$ cat config.mk
export PLATFORM = sky130hd
export DESIGN_NAME = amr_mul
export DESIGN_NICKNAME = d
export VERILOG_FILES = /design/src/hw/rtl/amr_pkg.sv /design/src/hw/rtl/amr_mul.sv
export SDC_FILE = /design/constraint.sdc
export NUM_CORES = 2
export LEC_CHECK = 0
export ABC_CLOCK_PERIOD_IN_PS = 9700
export CAP_MARGIN = 20
export CORE_UTILIZATION = 62
export CTS_CLUSTER_SIZE = 16
export DETAILED_ROUTE_END_ITERATION = 7
export DONT_BUFFER_PORTS = 1
export HOLD_SLACK_MARGIN = 0.1
export PLACE_DENSITY_LB_ADDON = 0.3
export SLEW_MARGIN = 5
export SYNTH_ARGS = -nofsm -noshare
export SYNTH_HDL_FRONTEND = slang
export SYNTH_SLANG_ARGS = --single-unit
$ cat constraint.sdc
create_clock -name i_clk -period 9.7 [get_ports i_clk]
set_clock_uncertainty 0.05 [all_clocks]
set_input_delay 1.94 -clock i_clk [delete_from_list [all_inputs] [get_ports i_clk]]
set_output_delay 1.94 -clock i_clk [all_outputs]
set_load 0.02 [all_outputs]
$ cat src/hw/rtl/amr_pkg.sv
// Shared types, constants and helpers for the axis moment resultant unit.
package amr_pkg;

    localparam int NUM_CFG = 6;

    // Configuration register indexes
    localparam logic [2:0] CFG_ORIGIN_X = 3'd0;
    localparam logic [2:0] CFG_ORIGIN_Y = 3'd1;
    localparam logic [2:0] CFG_ORIGIN_Z = 3'd2;
    localparam logic [2:0] CFG_DIR_X    = 3'd3;
    localparam logic [2:0] CFG_DIR_Y    = 3'd4;
    localparam logic [2:0] CFG_DIR_Z    = 3'd5;

    localparam logic [31:0] DIR_Z_RESET = 32'sd65536;

    localparam logic signed [63:0] SAT_MAX = 64'sh7FFF_FFFF_FFFF_FFFF;
    localparam logic signed [63:0] SAT_MIN = 64'sh8000_0000_0000_0000;

    typedef struct packed {
        logic signed [31:0] ref_x;
        logic signed [31:0] ref_y;
        logic signed [31:0] ref_z;
        logic signed [31:0] force_x;
        logic signed [31:0] force_y;
        logic signed [31:0] force_z;
        logic signed [31:0] own_moment_x;
        logic signed [31:0] own_moment_y;
        logic signed [31:0] own_moment_z;
        logic               last_element;
    } t_in_beat;

    typedef struct packed {
        logic signed [63:0] torque;
        logic signed [63:0] axis_thrust;
        logic signed [63:0] sum_force_x;
        logic signed [63:0] sum_force_y;
        logic signed [63:0] sum_force_z;
        logic signed [63:0] sum_moment_x;
        logic signed [63:0] sum_moment_y;
        logic signed [63:0] sum_moment_z;
        logic               result_valid;
    } t_out_beat;

    typedef struct packed {
        logic               valid;
        logic [4:0]         tag;
        logic signed [67:0] prod;
    } t_mul_res;

    typedef struct packed {
        logic        done;
        logic [31:0] root;
    } t_sqrt_res;

    typedef struct packed {
        logic               done;
        logic signed [63:0] quo;
    } t_div_res;

    // Clamp a wide signed value to 64 bit signed
    function automatic logic signed [63:0] sat64(input logic signed [127:0] a);
        logic signed [63:0] r;
        if (a[127:63] == '0 || a[127:63] == '1) begin
            r = a[63:0];
        end else if (a[127]) begin
            r = SAT_MIN;
        end else begin
            r = SAT_MAX;
        end
        return r;
    endfunction

endpackage

$ cat src/hw/rtl/amr_mul.sv
// Shared registered 34x34 signed multiplier with a step tag.
module amr_mul (
    input  logic                    i_clk,
    input  logic                    i_rst_n,
    input  logic                    i_en,
    input  logic [4:0]              i_tag,
    input  logic signed [33:0]      i_a,
    input  logic signed [33:0]      i_b,
    output amr_pkg::t_mul_res       o_res
);
    amr_pkg::t_mul_res r_res;

    always_ff @(posedge i_clk) begin
        if (!i_rst_n) begin
            r_res.valid <= 1'b0;
        end else begin
            r_res.valid <= i_en;
        end
        r_res.tag  <= i_tag;
        r_res.prod <= i_a * i_b;
    end

    assign o_res = r_res;
endmodule

==> flow_summary.toml <==
[status]
status = "finished, violations left"
violations = "DRC"

[synth]
synth_edf_count = 0
synth_top_family_by_area = "adder cells"
avgSynthCellArea_um2 = 9.38
ys_ff_latch = 74
synthDistinctLibCells = 58
synthMuxAreaShare = 0
async_flop_share = 0
synth-xor-area-share = 0.0154
synth_compound_area_frac = 0.0342
yosysWarningCount = 0
syn_nets = 6133
yosys.area_share.simple = 0.155
synth-adder-area-share = 0.633
syn_inst = 4612
synth_ff_type = "dfxtp_1"
ys_seq_area_frac = 0.0342
syn_area_mm2 = 0.0433

[setup_path]
worstSetupEndpointType = "register"
arrival_ns = 9.54
critPathKind = "in -> reg"
worstPathRequired_ns = 9.92
path_max_fanout = 34
startpoint_type = "input pin"

[sta]
drv_slew = 0
fmax_mhz = 107
finalCritPeriodShare = 0.960
tightest_slew_ns = 0.689
max_slew_margin = 0.539
setup_tns_ns = 0
finalHoldViolCount = 0
rsz0062_at_grt = "no"
holdWs_ns = 1.51
post-route-min-period_ns = 9.32
setup_viol = 0

[clock_network]
cts_resized = 0
hold_buffers = 0
post_cts_buffers = 0
numClockSinks = 74
clockRootBuffer = "clkbuf_16"
cts-htree-levels = 3
clockBufferDepth = 2
numCtsBuffers = 9
cts_tree = "done"
clkSlewWorstSetupHoldPaths_ns = 0.08

[grt]
antenna_found_initial = 3
groute.usage.overall = 0.348
grt_overflow_total = 0
grt_max_degree = 35
grt_first_pass_wirelength_um = 186000
first_global_vias = 33786

[routing]
antenna_left = 0
wl_um = 115000
vias_per_cell = 5.64
drc = 1
vias = 30199
dr.pass1.iters = 8
wl_per_cell_um = 21.4
drt_iter0_drc = 2273

[finish]
largest_reg_flops = 74
nFillCells = 5574
final_nets = 5943
layout-drive-gt1-share = 0.0120
antenna_cells = 0
area_growth_pct = 2.06

[die]
rows = 96
die_w_um = 266
dieArea_mm2 = 0.0708
io_pins = 150
start_util = 0.629
core_area_mm2 = 0.0688
die_h_um = 266

[placement]
portBuffers = 0
detailed_place_hpwl_um = 93000
gp_congestion = 0.964

[run]
drv_cap = 0

[min_path]
hold_path.class = "in -> reg"
## stage by stage
| step | util | std cells | instance area (um^2) | worst slack, ns |
|---|---|---|---|---|
| after floorplan | - | 4612 | 43300 | 0.425 |
| after global placement | 0.636 | 5341 | 43800 | 0.141 |
| after detailed placement | 0.636 | 5341 | 43800 | 0.0941 |
| after CTS | 0.641 | 5357 | 44100 | 0.488 |
| after global routing | 0.642 | 5358 | 44200 | 0.125 |
| final | 0.642 | 5358 | 44200 | 0.384 |
## layout by cell type (no fill, tap or decap), types with 5 or more instances in the layout
master     count
a211o_1        5
a211oi_1       9
a21o_1        32
a21oi_1       68
a31oi_1       10
and2_1       627
and3_1         8
buf_4         27
clkbuf_16      9
dfxtp_1       74
fa_1        1241
ha_1         204
inv_1       1243
nand2_1      556
nand2b_1      15
nand3_1       18
nand4_1       13
nor2_1        58
nor2b_1        7
nor3_1         7
o211ai_1       8
o21a_1        10
o21ai_0       29
o21bai_1      13
or3_1          7
xnor2_1       57
xor2_1        19
## worst max-delay path, cell delays in order
cell and delay (ns):
nand2_1 0.11, inv_1 0.10, fa_1 0.72, fa_1 0.50
fa_1 0.71, buf_4 0.24, fa_1 0.47, fa_1 0.50
fa_1 0.52, fa_1 0.52, inv_1 0.05, fa_1 0.47
inv_1 0.04, ha_1 0.42, and3_1 0.23, nand2_1 0.17
nor3_1 0.22, buf_4 0.18, nand4_1 0.12, o2bb2ai_1 0.15
nor2_1 0.09, buf_4 0.19, a21oi_1 0.35, buf_4 0.19
a311o_1 0.20, o211ai_1 0.09
## Yosys cell counts (5+ instances only)
library cell  count  area [um^2]
xnor2_1          57          499
nor2b_1           7         43.8
xor2_1           19          166
a211o_1           5         43.8
nor3_1            7         35.0
a21o_1           32          240
a211oi_1          9         67.6
or3_1             7         43.8
inv_1          1243         4670
o21a_1           10         75.1
clkbuf_1        226          848
and3_1            8         50.1
a31oi_1          10         62.6
ha_1            204         2550
o211ai_1          8         60.1
a21oi_1          68          340
fa_1           1241        24800
o21bai_1         13         97.6
nor2_1           58          218
nand3_1          18         90.1
and2_1          627         3920
nand2b_1         15         93.8
o21ai_0          29          145
nand2_1         556         2090
dfxtp_1          74         1480
nand4_1          13         81.3
## routing by layer
| metal | GRT usage | up-vias | wire length [um] |
|---|---|---|---|
| met5 | 0 | - | 13 |
| met4 | 0.229 | 2 | 8890 |
| met3 | 0.0624 | 426 | 9310 |
| met2 | 0.580 | 1436 | 56800 |
| met1 | 0.418 | 15733 | 39600 |
| li1 | - | 12602 | - |
## path summary, 6_finish.rpt
path,startpoint,to,cells past startpoint
max,i_a[33],o_res[67]$_DFF_P_,26
min,i_tag[4],o_res[72]$_DFF_P_,0
## kinds of logic after synthesis
| logic type | after synthesis |
|---|---|
| compound gates | 223 |
| simple gates | 1320 |
| flops | 74 |
| fa+ha+maj | 1445 |
| xor+xnor | 76 |
| buf+inv | 1474 |
## final cells by class
class	instances	area (um^2)	share of cell area
Multi-Input combinational cell	3064	36200	0.821
Inverter	1244	4670	0.106
Sequential cell	74	1480	0.0336
Tap cell	931	1160	0.0264
Timing Repair Buffer	29	250	0.00567
Clock buffer	9	225	0.00510
Clock inverter	7	124	0.00281
Power is left out: the tool's default activity adds up to more than one toggle a clock period on the data nets, which glitch-free logic cannot reach.
