<file path="src/hw/rtl/amr_pkg.sv">
// Shared types, constants and helpers for the axis moment resultant unit.
package amr_pkg;

    localparam int NUM_CFG = 6;

    // Configuration register indexes
    localparam logic [2:0] CFG_ORIGIN_X = 3'd0;
    localparam logic [2:0] CFG_ORIGIN_Y = 3'd1;
    localparam logic [2:0] CFG_ORIGIN_Z = 3'd2;
    localparam logic [2:0] CFG_DIR_X    = 3'd3;
    localparam logic [2:0] CFG_DIR_Y    = 3'd4;
    localparam logic [2:0] CFG_DIR_Z    = 3'd5;

    localparam logic [31:0] DIR_Z_RESET = 32'sd65536;

    localparam logic signed [63:0] SAT_MAX = 64'sh7FFF_FFFF_FFFF_FFFF;
    localparam logic signed [63:0] SAT_MIN = 64'sh8000_0000_0000_0000;

    typedef struct packed {
        logic signed [31:0] ref_x;
        logic signed [31:0] ref_y;
        logic signed [31:0] ref_z;
        logic signed [31:0] force_x;
        logic signed [31:0] force_y;
        logic signed [31:0] force_z;
        logic signed [31:0] own_moment_x;
        logic signed [31:0] own_moment_y;
        logic signed [31:0] own_moment_z;
        logic               last_element;
    } t_in_beat;

    typedef struct packed {
        logic signed [63:0] torque;
        logic signed [63:0] axis_thrust;
        logic signed [63:0] sum_force_x;
        logic signed [63:0] sum_force_y;
        logic signed [63:0] sum_force_z;
        logic signed [63:0] sum_moment_x;
        logic signed [63:0] sum_moment_y;
        logic signed [63:0] sum_moment_z;
        logic               result_valid;
    } t_out_beat;

    typedef struct packed {
        logic               valid;
        logic [4:0]         tag;
        logic signed [67:0] prod;
    } t_mul_res;

    typedef struct packed {
        logic        done;
        logic [31:0] root;
    } t_sqrt_res;

    typedef struct packed {
        logic               done;
        logic signed [63:0] quo;
    } t_div_res;

    // Clamp a wide signed value to 64 bit signed
    function automatic logic signed [63:0] sat64(input logic signed [127:0] a);
        logic signed [63:0] r;
        if (a[127:63] == '0 || a[127:63] == '1) begin
            r = a[63:0];
        end else if (a[127]) begin
            r = SAT_MIN;
        end else begin
            r = SAT_MAX;
        end
        return r;
    endfunction

endpackage

</file>
<file path="src/hw/rtl/amr_div.sv">
// Restoring divider: |acc| * 2^F / len, one quotient bit per cycle, saturated.
module amr_div #(
    parameter int FRAC_BITS = 16
) (
    input  logic               i_clk,
    input  logic               i_rst_n,
    input  logic               i_start,
    input  logic signed [63:0] i_acc,
    input  logic [31:0]        i_len,
    output amr_pkg::t_div_res  o_res
);
    localparam int NB = 64 + FRAC_BITS;
    localparam int CW = $clog2(NB);
    localparam logic [CW-1:0] CNT_LAST = CW'(NB - 1);

    logic [NB-1:0] r_nq;
    logic [31:0]   r_rem;
    logic [31:0]   r_len;
    logic [CW-1:0] r_cnt;
    logic          r_neg;
    logic          r_busy;
    logic          r_done;
    logic [32:0]   rem_sh;
    logic          ge;
    logic [63:0]   mag;
    logic [63:0]   lo;
    logic          big;

    assign mag    = i_acc[63] ? 64'(-i_acc) : 64'(i_acc);
    assign rem_sh = {r_rem, r_nq[NB-1]};
    assign ge     = rem_sh >= {1'b0, r_len};

    always_ff @(posedge i_clk) begin
        if (!i_rst_n) begin
            r_busy <= 1'b0;
            r_done <= 1'b0;
        end else begin
            r_done <= 1'b0;
            if (i_start) begin
                r_busy <= 1'b1;
            end else if (r_busy && r_cnt == '0) begin
                r_busy <= 1'b0;
                r_done <= 1'b1;
            end
        end
        if (i_start) begin
            r_nq  <= {mag, {FRAC_BITS{1'b0}}};
            r_rem <= '0;
            r_len <= i_len;
            r_neg <= i_acc[63];
            r_cnt <= CNT_LAST;
        end else if (r_busy) begin
            r_rem <= ge ? 32'(rem_sh - {1'b0, r_len}) : rem_sh[31:0];
            r_nq  <= {r_nq[NB-2:0], ge};
            r_cnt <= r_cnt - CW'(1);
        end
    end

    assign lo  = r_nq[63:0];
    assign big = (r_nq[NB-1:64] != '0) || (lo > 64'h8000_0000_0000_0000);

    always_comb begin
        o_res.done = r_done;
        if (big) begin
            o_res.quo = r_neg ? amr_pkg::SAT_MIN : amr_pkg::SAT_MAX;
        end else if (r_neg) begin
            o_res.quo = (lo == 64'h8000_0000_0000_0000) ? amr_pkg::SAT_MIN : -$signed(lo);
        end else begin
            o_res.quo = lo[63] ? amr_pkg::SAT_MAX : $signed(lo);
        end
    end
endmodule

</file>
<file path="config.mk">
export PLATFORM = sky130hd
export DESIGN_NAME = amr_div
export DESIGN_NICKNAME = d
export VERILOG_FILES = /design/src/hw/rtl/amr_pkg.sv /design/src/hw/rtl/amr_div.sv
export SDC_FILE = /design/constraint.sdc
export NUM_CORES = 1
export LEC_CHECK = 0
export BUFFER_PORTS_ARGS = -buffer_cell sky130_fd_sc_hd__buf_2
export CORE_ASPECT_RATIO = 0.75
export CORE_UTILIZATION = 60
export DETAILED_ROUTE_END_ITERATION = 10
export PLACE_DENSITY = 0.83
export SLEW_MARGIN = 40
export SYNTH_ARGS = -nofsm -noshare
export SYNTH_HDL_FRONTEND = slang
export SYNTH_SLANG_ARGS = --single-unit
</file>
<file path="constraint.sdc">
create_clock -name i_clk -period 6.05 [get_ports i_clk]
set_input_delay 0.605 -clock i_clk [delete_from_list [all_inputs] [get_ports i_clk]]
set_output_delay 0.605 -clock i_clk [all_outputs]
set_load 0.01 [all_outputs]
</file>
==> out/summary.txt, run 1 <==
CP max FO = 9
Gate power share = 0.237
most common cell after layout, fill and taps aside = buf_2
area leader, netlist = edfxtp_1
Layout Area Growth over Synthesis = 13.14%
number of synthesis warnings = 0
critical path, cell by cell = inv_1 > ha_1 > or3b_4 > or3_1 > or4_1 > or4_4 > or3_4 > or3_4 > o41ai_2 > nand2_1 > o311ai_1 > buf_2
antenna violations before repair = 0
register area = 4055 um2
Syn Inst Count = 1,288
Post-DP HPWL = 21.60 mm
Crit Path Class = reg2out
outcome = finished, final reports clean
Worst Tran Pin Value = 0.9159 ns
highest-count cells in the layout ignoring fill and taps = 162 x buf_2, 143 x nand2_1, 109 x nor2_1, 97 x edfxtp_1, 96 x o21ai_0
Max Cap Viol = 0
total gr overflow = 0
RSZ-0062 raised after global routing = false
die height = 119.6 um
Max IR drop VDD = 147.1 uV
total CTS buffers = 17
internal power = 2.069 mW
Slew Limit Fails = 0
# diodes = 0
mean number of vias per cell = 6.549
layout cells sized above 1 = 0.1738
Inst Count DP = 1,614
pre-CTS setup slack = 1.581 ns
delay-heaviest family, CP = simple AND/OR/NAND/NOR gates
clk buf depth = 2
Synth area leaders = edfxtp_1 26%, dfxtp_1 10%, xnor2_1 5.7%, a22o_1 5.1%, nand2_1 4.9%
pin count of the biggest net entering global routing = 83
number of synthesized flops with an enable pin = 97
post-route ant nets = 0
clk_lat worst skew = 0.44 ns
min Tclk post-route = 4.966 ns
hold depth = 1
R2R setup slack = 2.68 ns
WL per Instance = 18.81 um
final hold viol count = 0
FFs w/ async S/R, synth = 0
Req. time, crit path = 5.44 ns
max incr delay on CP = 0.67 ns
Final Non-Filler Cells = 1,646
fin crit share = 0.8208
Synthesized Nets = 1,423
Worst Path Arrival = 4.36 ns
drt first pass iters = 5
TNS Setup = 0 ns
Seq/Total Area, Yosys = 0.3664
Clk pwr share = 0.332
Final WS setup = 1.084 ns
Mapped Area = 11,070 um2
CP max stage cell = or4_1
Final Cell Area = 12,520 um2
die area = 19,000 um2
most common cell type on the critical path = or3_4
final setup fails = 0
initial core utilization = 0.6193
Crit. End Element = output pin
DRC Markers = 0
first-pass GRT wire length = 48.76 mm
Ports = 164
Startpoint Class = register
hold endpoint = r_len[20]$_DFFE_PP_
Worst path depth = 12
reg2reg start = r_len[11]$_DFFE_PP_
via count = 10,780
Reg2Reg Capture Point = r_rem[9]$_SDFFE_PP0P_
Sink Count = 154
syn avg cell area = 8.591 um2
Fillers = 1,419
Psw = 974.7 uW
final RePlAce weighted congestion = 0.9874
Root Buffer Master = clkbuf_16
Sw Share = 0.3202
Buffers on Ports = 163
Primary FF master, synth = edfxtp_1
P per Cell Area = 243.1 nW/um2
worst hold path startpoint = i_len[20]
Buf/Inv on CP = 2
normalized max-slew margin = 0.3847
Sequential Power Share = 0.431
Worst Skew = 0.01109 ns
vias in the first global route = 9,379
H-tree Lvls = 4
WL final = 30.96 mm
Rows = 42
die width = 158.8 um
post-CTS setup buffer count = 0
area of the multi-input gates = 6490 um2
cts hold-fix bufs = 0
Placed Area = 11,950 um2
Worst Hold Class = in2reg
PostCTS Resize Cnt = 0
CTS tree = built
Fmax achieved = 0.2014 GHz
Clk pin slew, worst setup/hold paths = 0.07 ns
DR iter-0 viols = 1,488
Yosys cell types = 70
P_leak = 4.867 nW
total track usage = 0.3211
Pwr Total = 3.044 mW
Worst R2R Path Depth = 11
Core Region = 17,870 um2
Seq cells post-synth = 154
Yosys top cell area share = 0.2632
nets@finish = 1,526
-- cells by family after synthesis --
| kind of cell | Yosys count | share of synthesized area |
|---|---|---|
| fa+ha+maj | 36 | 0.04138 |
| xor+xnor | 92 | 0.07282 |
| compound gates | 390 | 0.2512 |
| simple gates | 447 | 0.1948 |
| mux | 26 | 0.02363 |
| buf+inv | 143 | 0.04975 |
| flops | 154 | 0.3663 |
-- cell usage after synthesis, types with 5 or more instances --
master / number
nand2_1: 144
nor2_1: 110
edfxtp_1: 97
o21ai_0: 97
clkbuf_1: 85
xnor2_1: 72
a22o_1: 64
dfxtp_1: 57
a21oi_1: 53
inv_1: 50
nor3_1: 46
ha_1: 35
o311ai_0: 35
o31ai_1: 26
or3_1: 26
mux2i_1: 25
o41ai_1: 25
a211oi_1: 20
xor2_1: 20
nand3_1: 17
nand4_1: 16
or4_1: 16
a21o_1: 13
or2_2: 13
nand2b_1: 12
a221o_1: 11
nor4_1: 10
and2_1: 7
and3_1: 6
a31oi_1: 5
a32oi_1: 5
o211ai_1: 5
o21bai_1: 5
-- routing by layer --
layer	GRT usage	vias to the layer above	routed length, um
met3	0.06602	69	3451
met4	0.1056	0	747
met5	0	-	0
li1	-	5052	-
met1	0.4830	5033	14130
met2	0.4545	625	12630
-- sequential cells by signal, indices dropped and copies added, names as in the netlist --
register / count
r_neg: 1
r_len: 32
r_nq: 80
r_done: 1
r_rem: 32
r_cnt: 7
r_busy: 1
-- power groups by stage --
| stage | Combinational [mW] | Clock (mW) | Sequential (mW) |
|---|---|---|---|
| floorplan | 0.502 | 0 | 1.29 |
| global route | 0.786 | 1.06 | 1.32 |
| detailed placement | 0.701 | 0 | 1.33 |
| CTS | 0.707 | 1.02 | 1.31 |
| finish | 0.722 | 1.01 | 1.31 |
| global placement | 0.685 | 0 | 1.32 |
-- how the worst max path moves through the flow --
stage	from	end	slack, ns
global placement	i_acc[16]	r_nq[75]$_DFFE_PP_	1.41
finish	r_nq[0]$_SDFFE_PP0P_	o_res[50]	1.08
detailed placement	r_nq[0]$_SDFFE_PP0P_	o_res[50]	1.58
global route	r_nq[1]$_SDFFE_PP0P_	o_res[50]	0.93
CTS	r_nq[0]$_SDFFE_PP0P_	o_res[50]	1.10
floorplan	r_nq[0]$_SDFFE_PP0P_	o_res[50]	1.86
-- metrics by stage --
step / util / hold slack (ns)
after detailed placement: 0.6690 / 0.4614
after CTS: 0.7000 / 0.3339
after global placement: 0.6683 / 0.4603
after global routing: 0.7007 / 0.3341
after floorplan: - / 0.4366
final: 0.7007 / 0.3389
-- cell type report --
| class | count | area share |
|---|---|---|
| multi-input cells | 991 | 0.5184 |
| repair buffers | 177 | 0.07436 |
| well taps | 242 | 0.02419 |
| flip-flops and latches | 154 | 0.3239 |
| clock buffers | 20 | 0.03728 |
| inverters | 50 | 0.01499 |
| clock inverters | 12 | 0.006896 |
Power figures use the tool's default switching activity.
==> run 2: changes to the inputs <==
CORE_UTILIZATION = 53   (was 60)
PLACE_DENSITY = 0.78   (was 0.83)
clock period = 4 ns   (was 6.05 ns; I/O delays follow)
==> out/summary.txt, run 2 (synthesis gave the netlist of run 1 again) <==
DR iter-0 viols = 1,646 (was 1,488)
DRC Markers = 0 (unchanged)
Layout Area Growth over Synthesis = 19.41% (was 13.14%)
normalized max-slew margin = 0.4929 (was 0.3847)
P per Cell Area = 372.0 nW/um2 (was 243.1 nW/um2)
Fillers = 1,668 (was 1,419)
WL final = 32.13 mm (was 30.96 mm)
Max Cap Viol = 0 (unchanged)
Post-DP HPWL = 22.46 mm (was 21.60 mm)
final hold slack = 0.1403 ns (was 0.3389 ns)
final hold viol count = 0 (unchanged)
via count = 10,980 (was 10,780)
initial core utilization = 0.5444 (was 0.6193)
die height = 127.1 um (was 119.6 um)
max incr delay on CP = 0.55 ns (was 0.67 ns)
final RePlAce weighted congestion = 0.9473 (was 0.9874)
first-pass GRT wire length = 50.77 mm (was 48.76 mm)
highest-count cells in the layout ignoring fill and taps = 161 x buf_2, 142 x nand2_1, 108 x nor2_1, 97 x edfxtp_1, 95 x o21ai_0 (was 162 x buf_2, 143 x nand2_1, 109 x nor2_1, 97 x edfxtp_1, 96 x o21ai_0)
mean number of vias per cell = 6.349 (was 6.549)
failing checks = setup timing
Slew Limit Fails = 0 (unchanged)
CP max stage cell = or4_4 (was or4_1)
total CTS buffers = 17 (unchanged)
WL per Instance = 18.58 um (was 18.81 um)
most common cell after layout, fill and taps aside = buf_2 (unchanged)
P_leak = 5.172 nW (was 4.867 nW)
RSZ-0062 raised after global routing = true (was false)
Clk pin slew, worst setup/hold paths = 0.06 ns (was 0.07 ns)
Root Buffer Master = clkbuf_16 (unchanged)
layout cells sized above 1 = 0.2149 (was 0.1738)
post-route ant nets = 0 (unchanged)
Most flops, register = r_nq (unchanged)
min Tclk post-route = 4.333 ns
largest registers = r_nq x80, r_len x32, r_rem x32 (unchanged)
pre-CTS setup slack = 0.008937 ns (was 1.581 ns)
clk buf depth = 2 (unchanged)
register area = 4058 um2 (was 4055 um2)
vias in the first global route = 9,720 (was 9,379)
Max IR drop VDD = 239.2 uV (was 147.1 uV)
total gr overflow = 0 (unchanged)
max FFs per register = 80 (unchanged)
die width = 168.8 um (was 158.8 um)
Rows = 45 (was 42)
H-tree Lvls = 4 (unchanged)
outcome = finished, violations left (was finished, final reports clean)
fin crit share = 1.083
Req. time, crit path = 3.60 ns (was 5.44 ns)
CTS tree = built (unchanged)
CP max FO = 8 (was 9)
critical path, cell by cell = inv_2 > ha_4 > or3b_4 > or3_4 > or4_4 > or4_4 > buf_4 > buf_6 > nor3_4 > nand2_2 > buf_4 > o31ai_2 > nand2_1 > o311ai_2 > buf_2 (was inv_1 > ha_1 > or3b_4 > or3_1 > or4_1 > or4_4 > or3_4 > or3_4 > o41ai_2 > nand2_1 > o311ai_1 > buf_2)
drt first pass iters = 6 (was 5)
Worst Hold Class = in2reg (unchanged)
Worst Skew = 0.01255 ns (was 0.01109 ns)
die area = 21,470 um2 (was 19,000 um2)
Pwr Total = 4.916 mW (was 3.044 mW)
clk_lat worst skew = 0.43 ns (was 0.44 ns)
cts hold-fix bufs = 0 (unchanged)
final setup fails = 12 (was 0)
Sink Count = 154 (unchanged)
Worst Tran Pin Value = 0.7607 ns (was 0.9159 ns)
nets@finish = 1,569 (was 1,526)
# diodes = 0 (unchanged)
area of the multi-input gates = 6689 um2 (was 6490 um2)
pin count of the biggest net entering global routing = 70 (was 83)
Core Util, Final = 0.6501 (was 0.7007)
total track usage = 0.2981 (was 0.3211)
Fmax achieved = 0.2308 GHz
Buffers on Ports = 163 (unchanged)
Core Region = 20,330 um2 (was 17,870 um2)
Worst Path Arrival = 3.93 ns (was 4.36 ns)
Startpoint Class = register (unchanged)
TNS Setup = -2.020 ns (was 0 ns)
Ports = 164 (unchanged)
Final WS setup = -0.3330 ns (was 1.084 ns)
antenna violations before repair = 1 (was 0)
Crit Path Class = reg2out (unchanged)
Crit. End Element = output pin (unchanged)
[run 2: cell type report]
cell class                 count  share of cell area
tap                          282             0.02670
inverter                      50             0.01420
timing repair buffer         220             0.09781
clock buffer                  20             0.03305
sequential                   154              0.3071
multi-input combinational    991              0.5062
clock inverter                12             0.01496
[run 2: repair_timing]
action,in CTS,in global routing
setup endpoints to repair,18,22
buffers inserted,11,10
resized for setup,32,24
pin swaps,7,6
[run 2: metal layers]
metal,GRT usage,part of all wire
met2,0.4047,0.40
met4,0.1043,0.021
met1,0.4641,0.47
met5,0,0.00040
met3,0.05576,0.11
[run 2: worst max-delay path, delay by kind of cell (launching register included)]
kind                       cells  cell delay, ns
AOI/OAI and AO/OA              2            0.27
and+or+nand+nor                7            2.09
buffers and inverters          5            0.68
adders and majority gates      1            0.13
DFF                            1            0.32
[run 2: power breakdown]
group | switching [mW] | internal (mW)
registers | 0.136 | 1.84
clock network | 0.678 | 1.11
logic | 0.674 | 0.479
total | 1.49 | 3.43
[run 2: worst paths after layout]
| path | end | slack (ns) | cells past startpoint | from |
|---|---|---|---|---|
| setup / recovery | o_res[58] | -0.33 | 15 | r_nq[1]$_SDFFE_PP0P_ |
| hold / removal | r_len[17]$_DFFE_PP_ | 0.14 | 1 | i_len[17] |
| setup reg to reg | r_rem[20]$_SDFFE_PP0P_ | 0.77 | 11 | r_len[8]$_DFFE_PP_ |
| hold reg to reg | r_rem[2]$_SDFFE_PP0P_ | 0.48 | 2 | r_rem[2]$_SDFFE_PP0P_ |
[run 2: stage by stage]
step                cells  cell area, um2
floorplan            1288           11070
global placement     1677           12190
detailed placement   1677           12190
CTS                  1720           13040
global route         1729           13210
finish               1729           13210
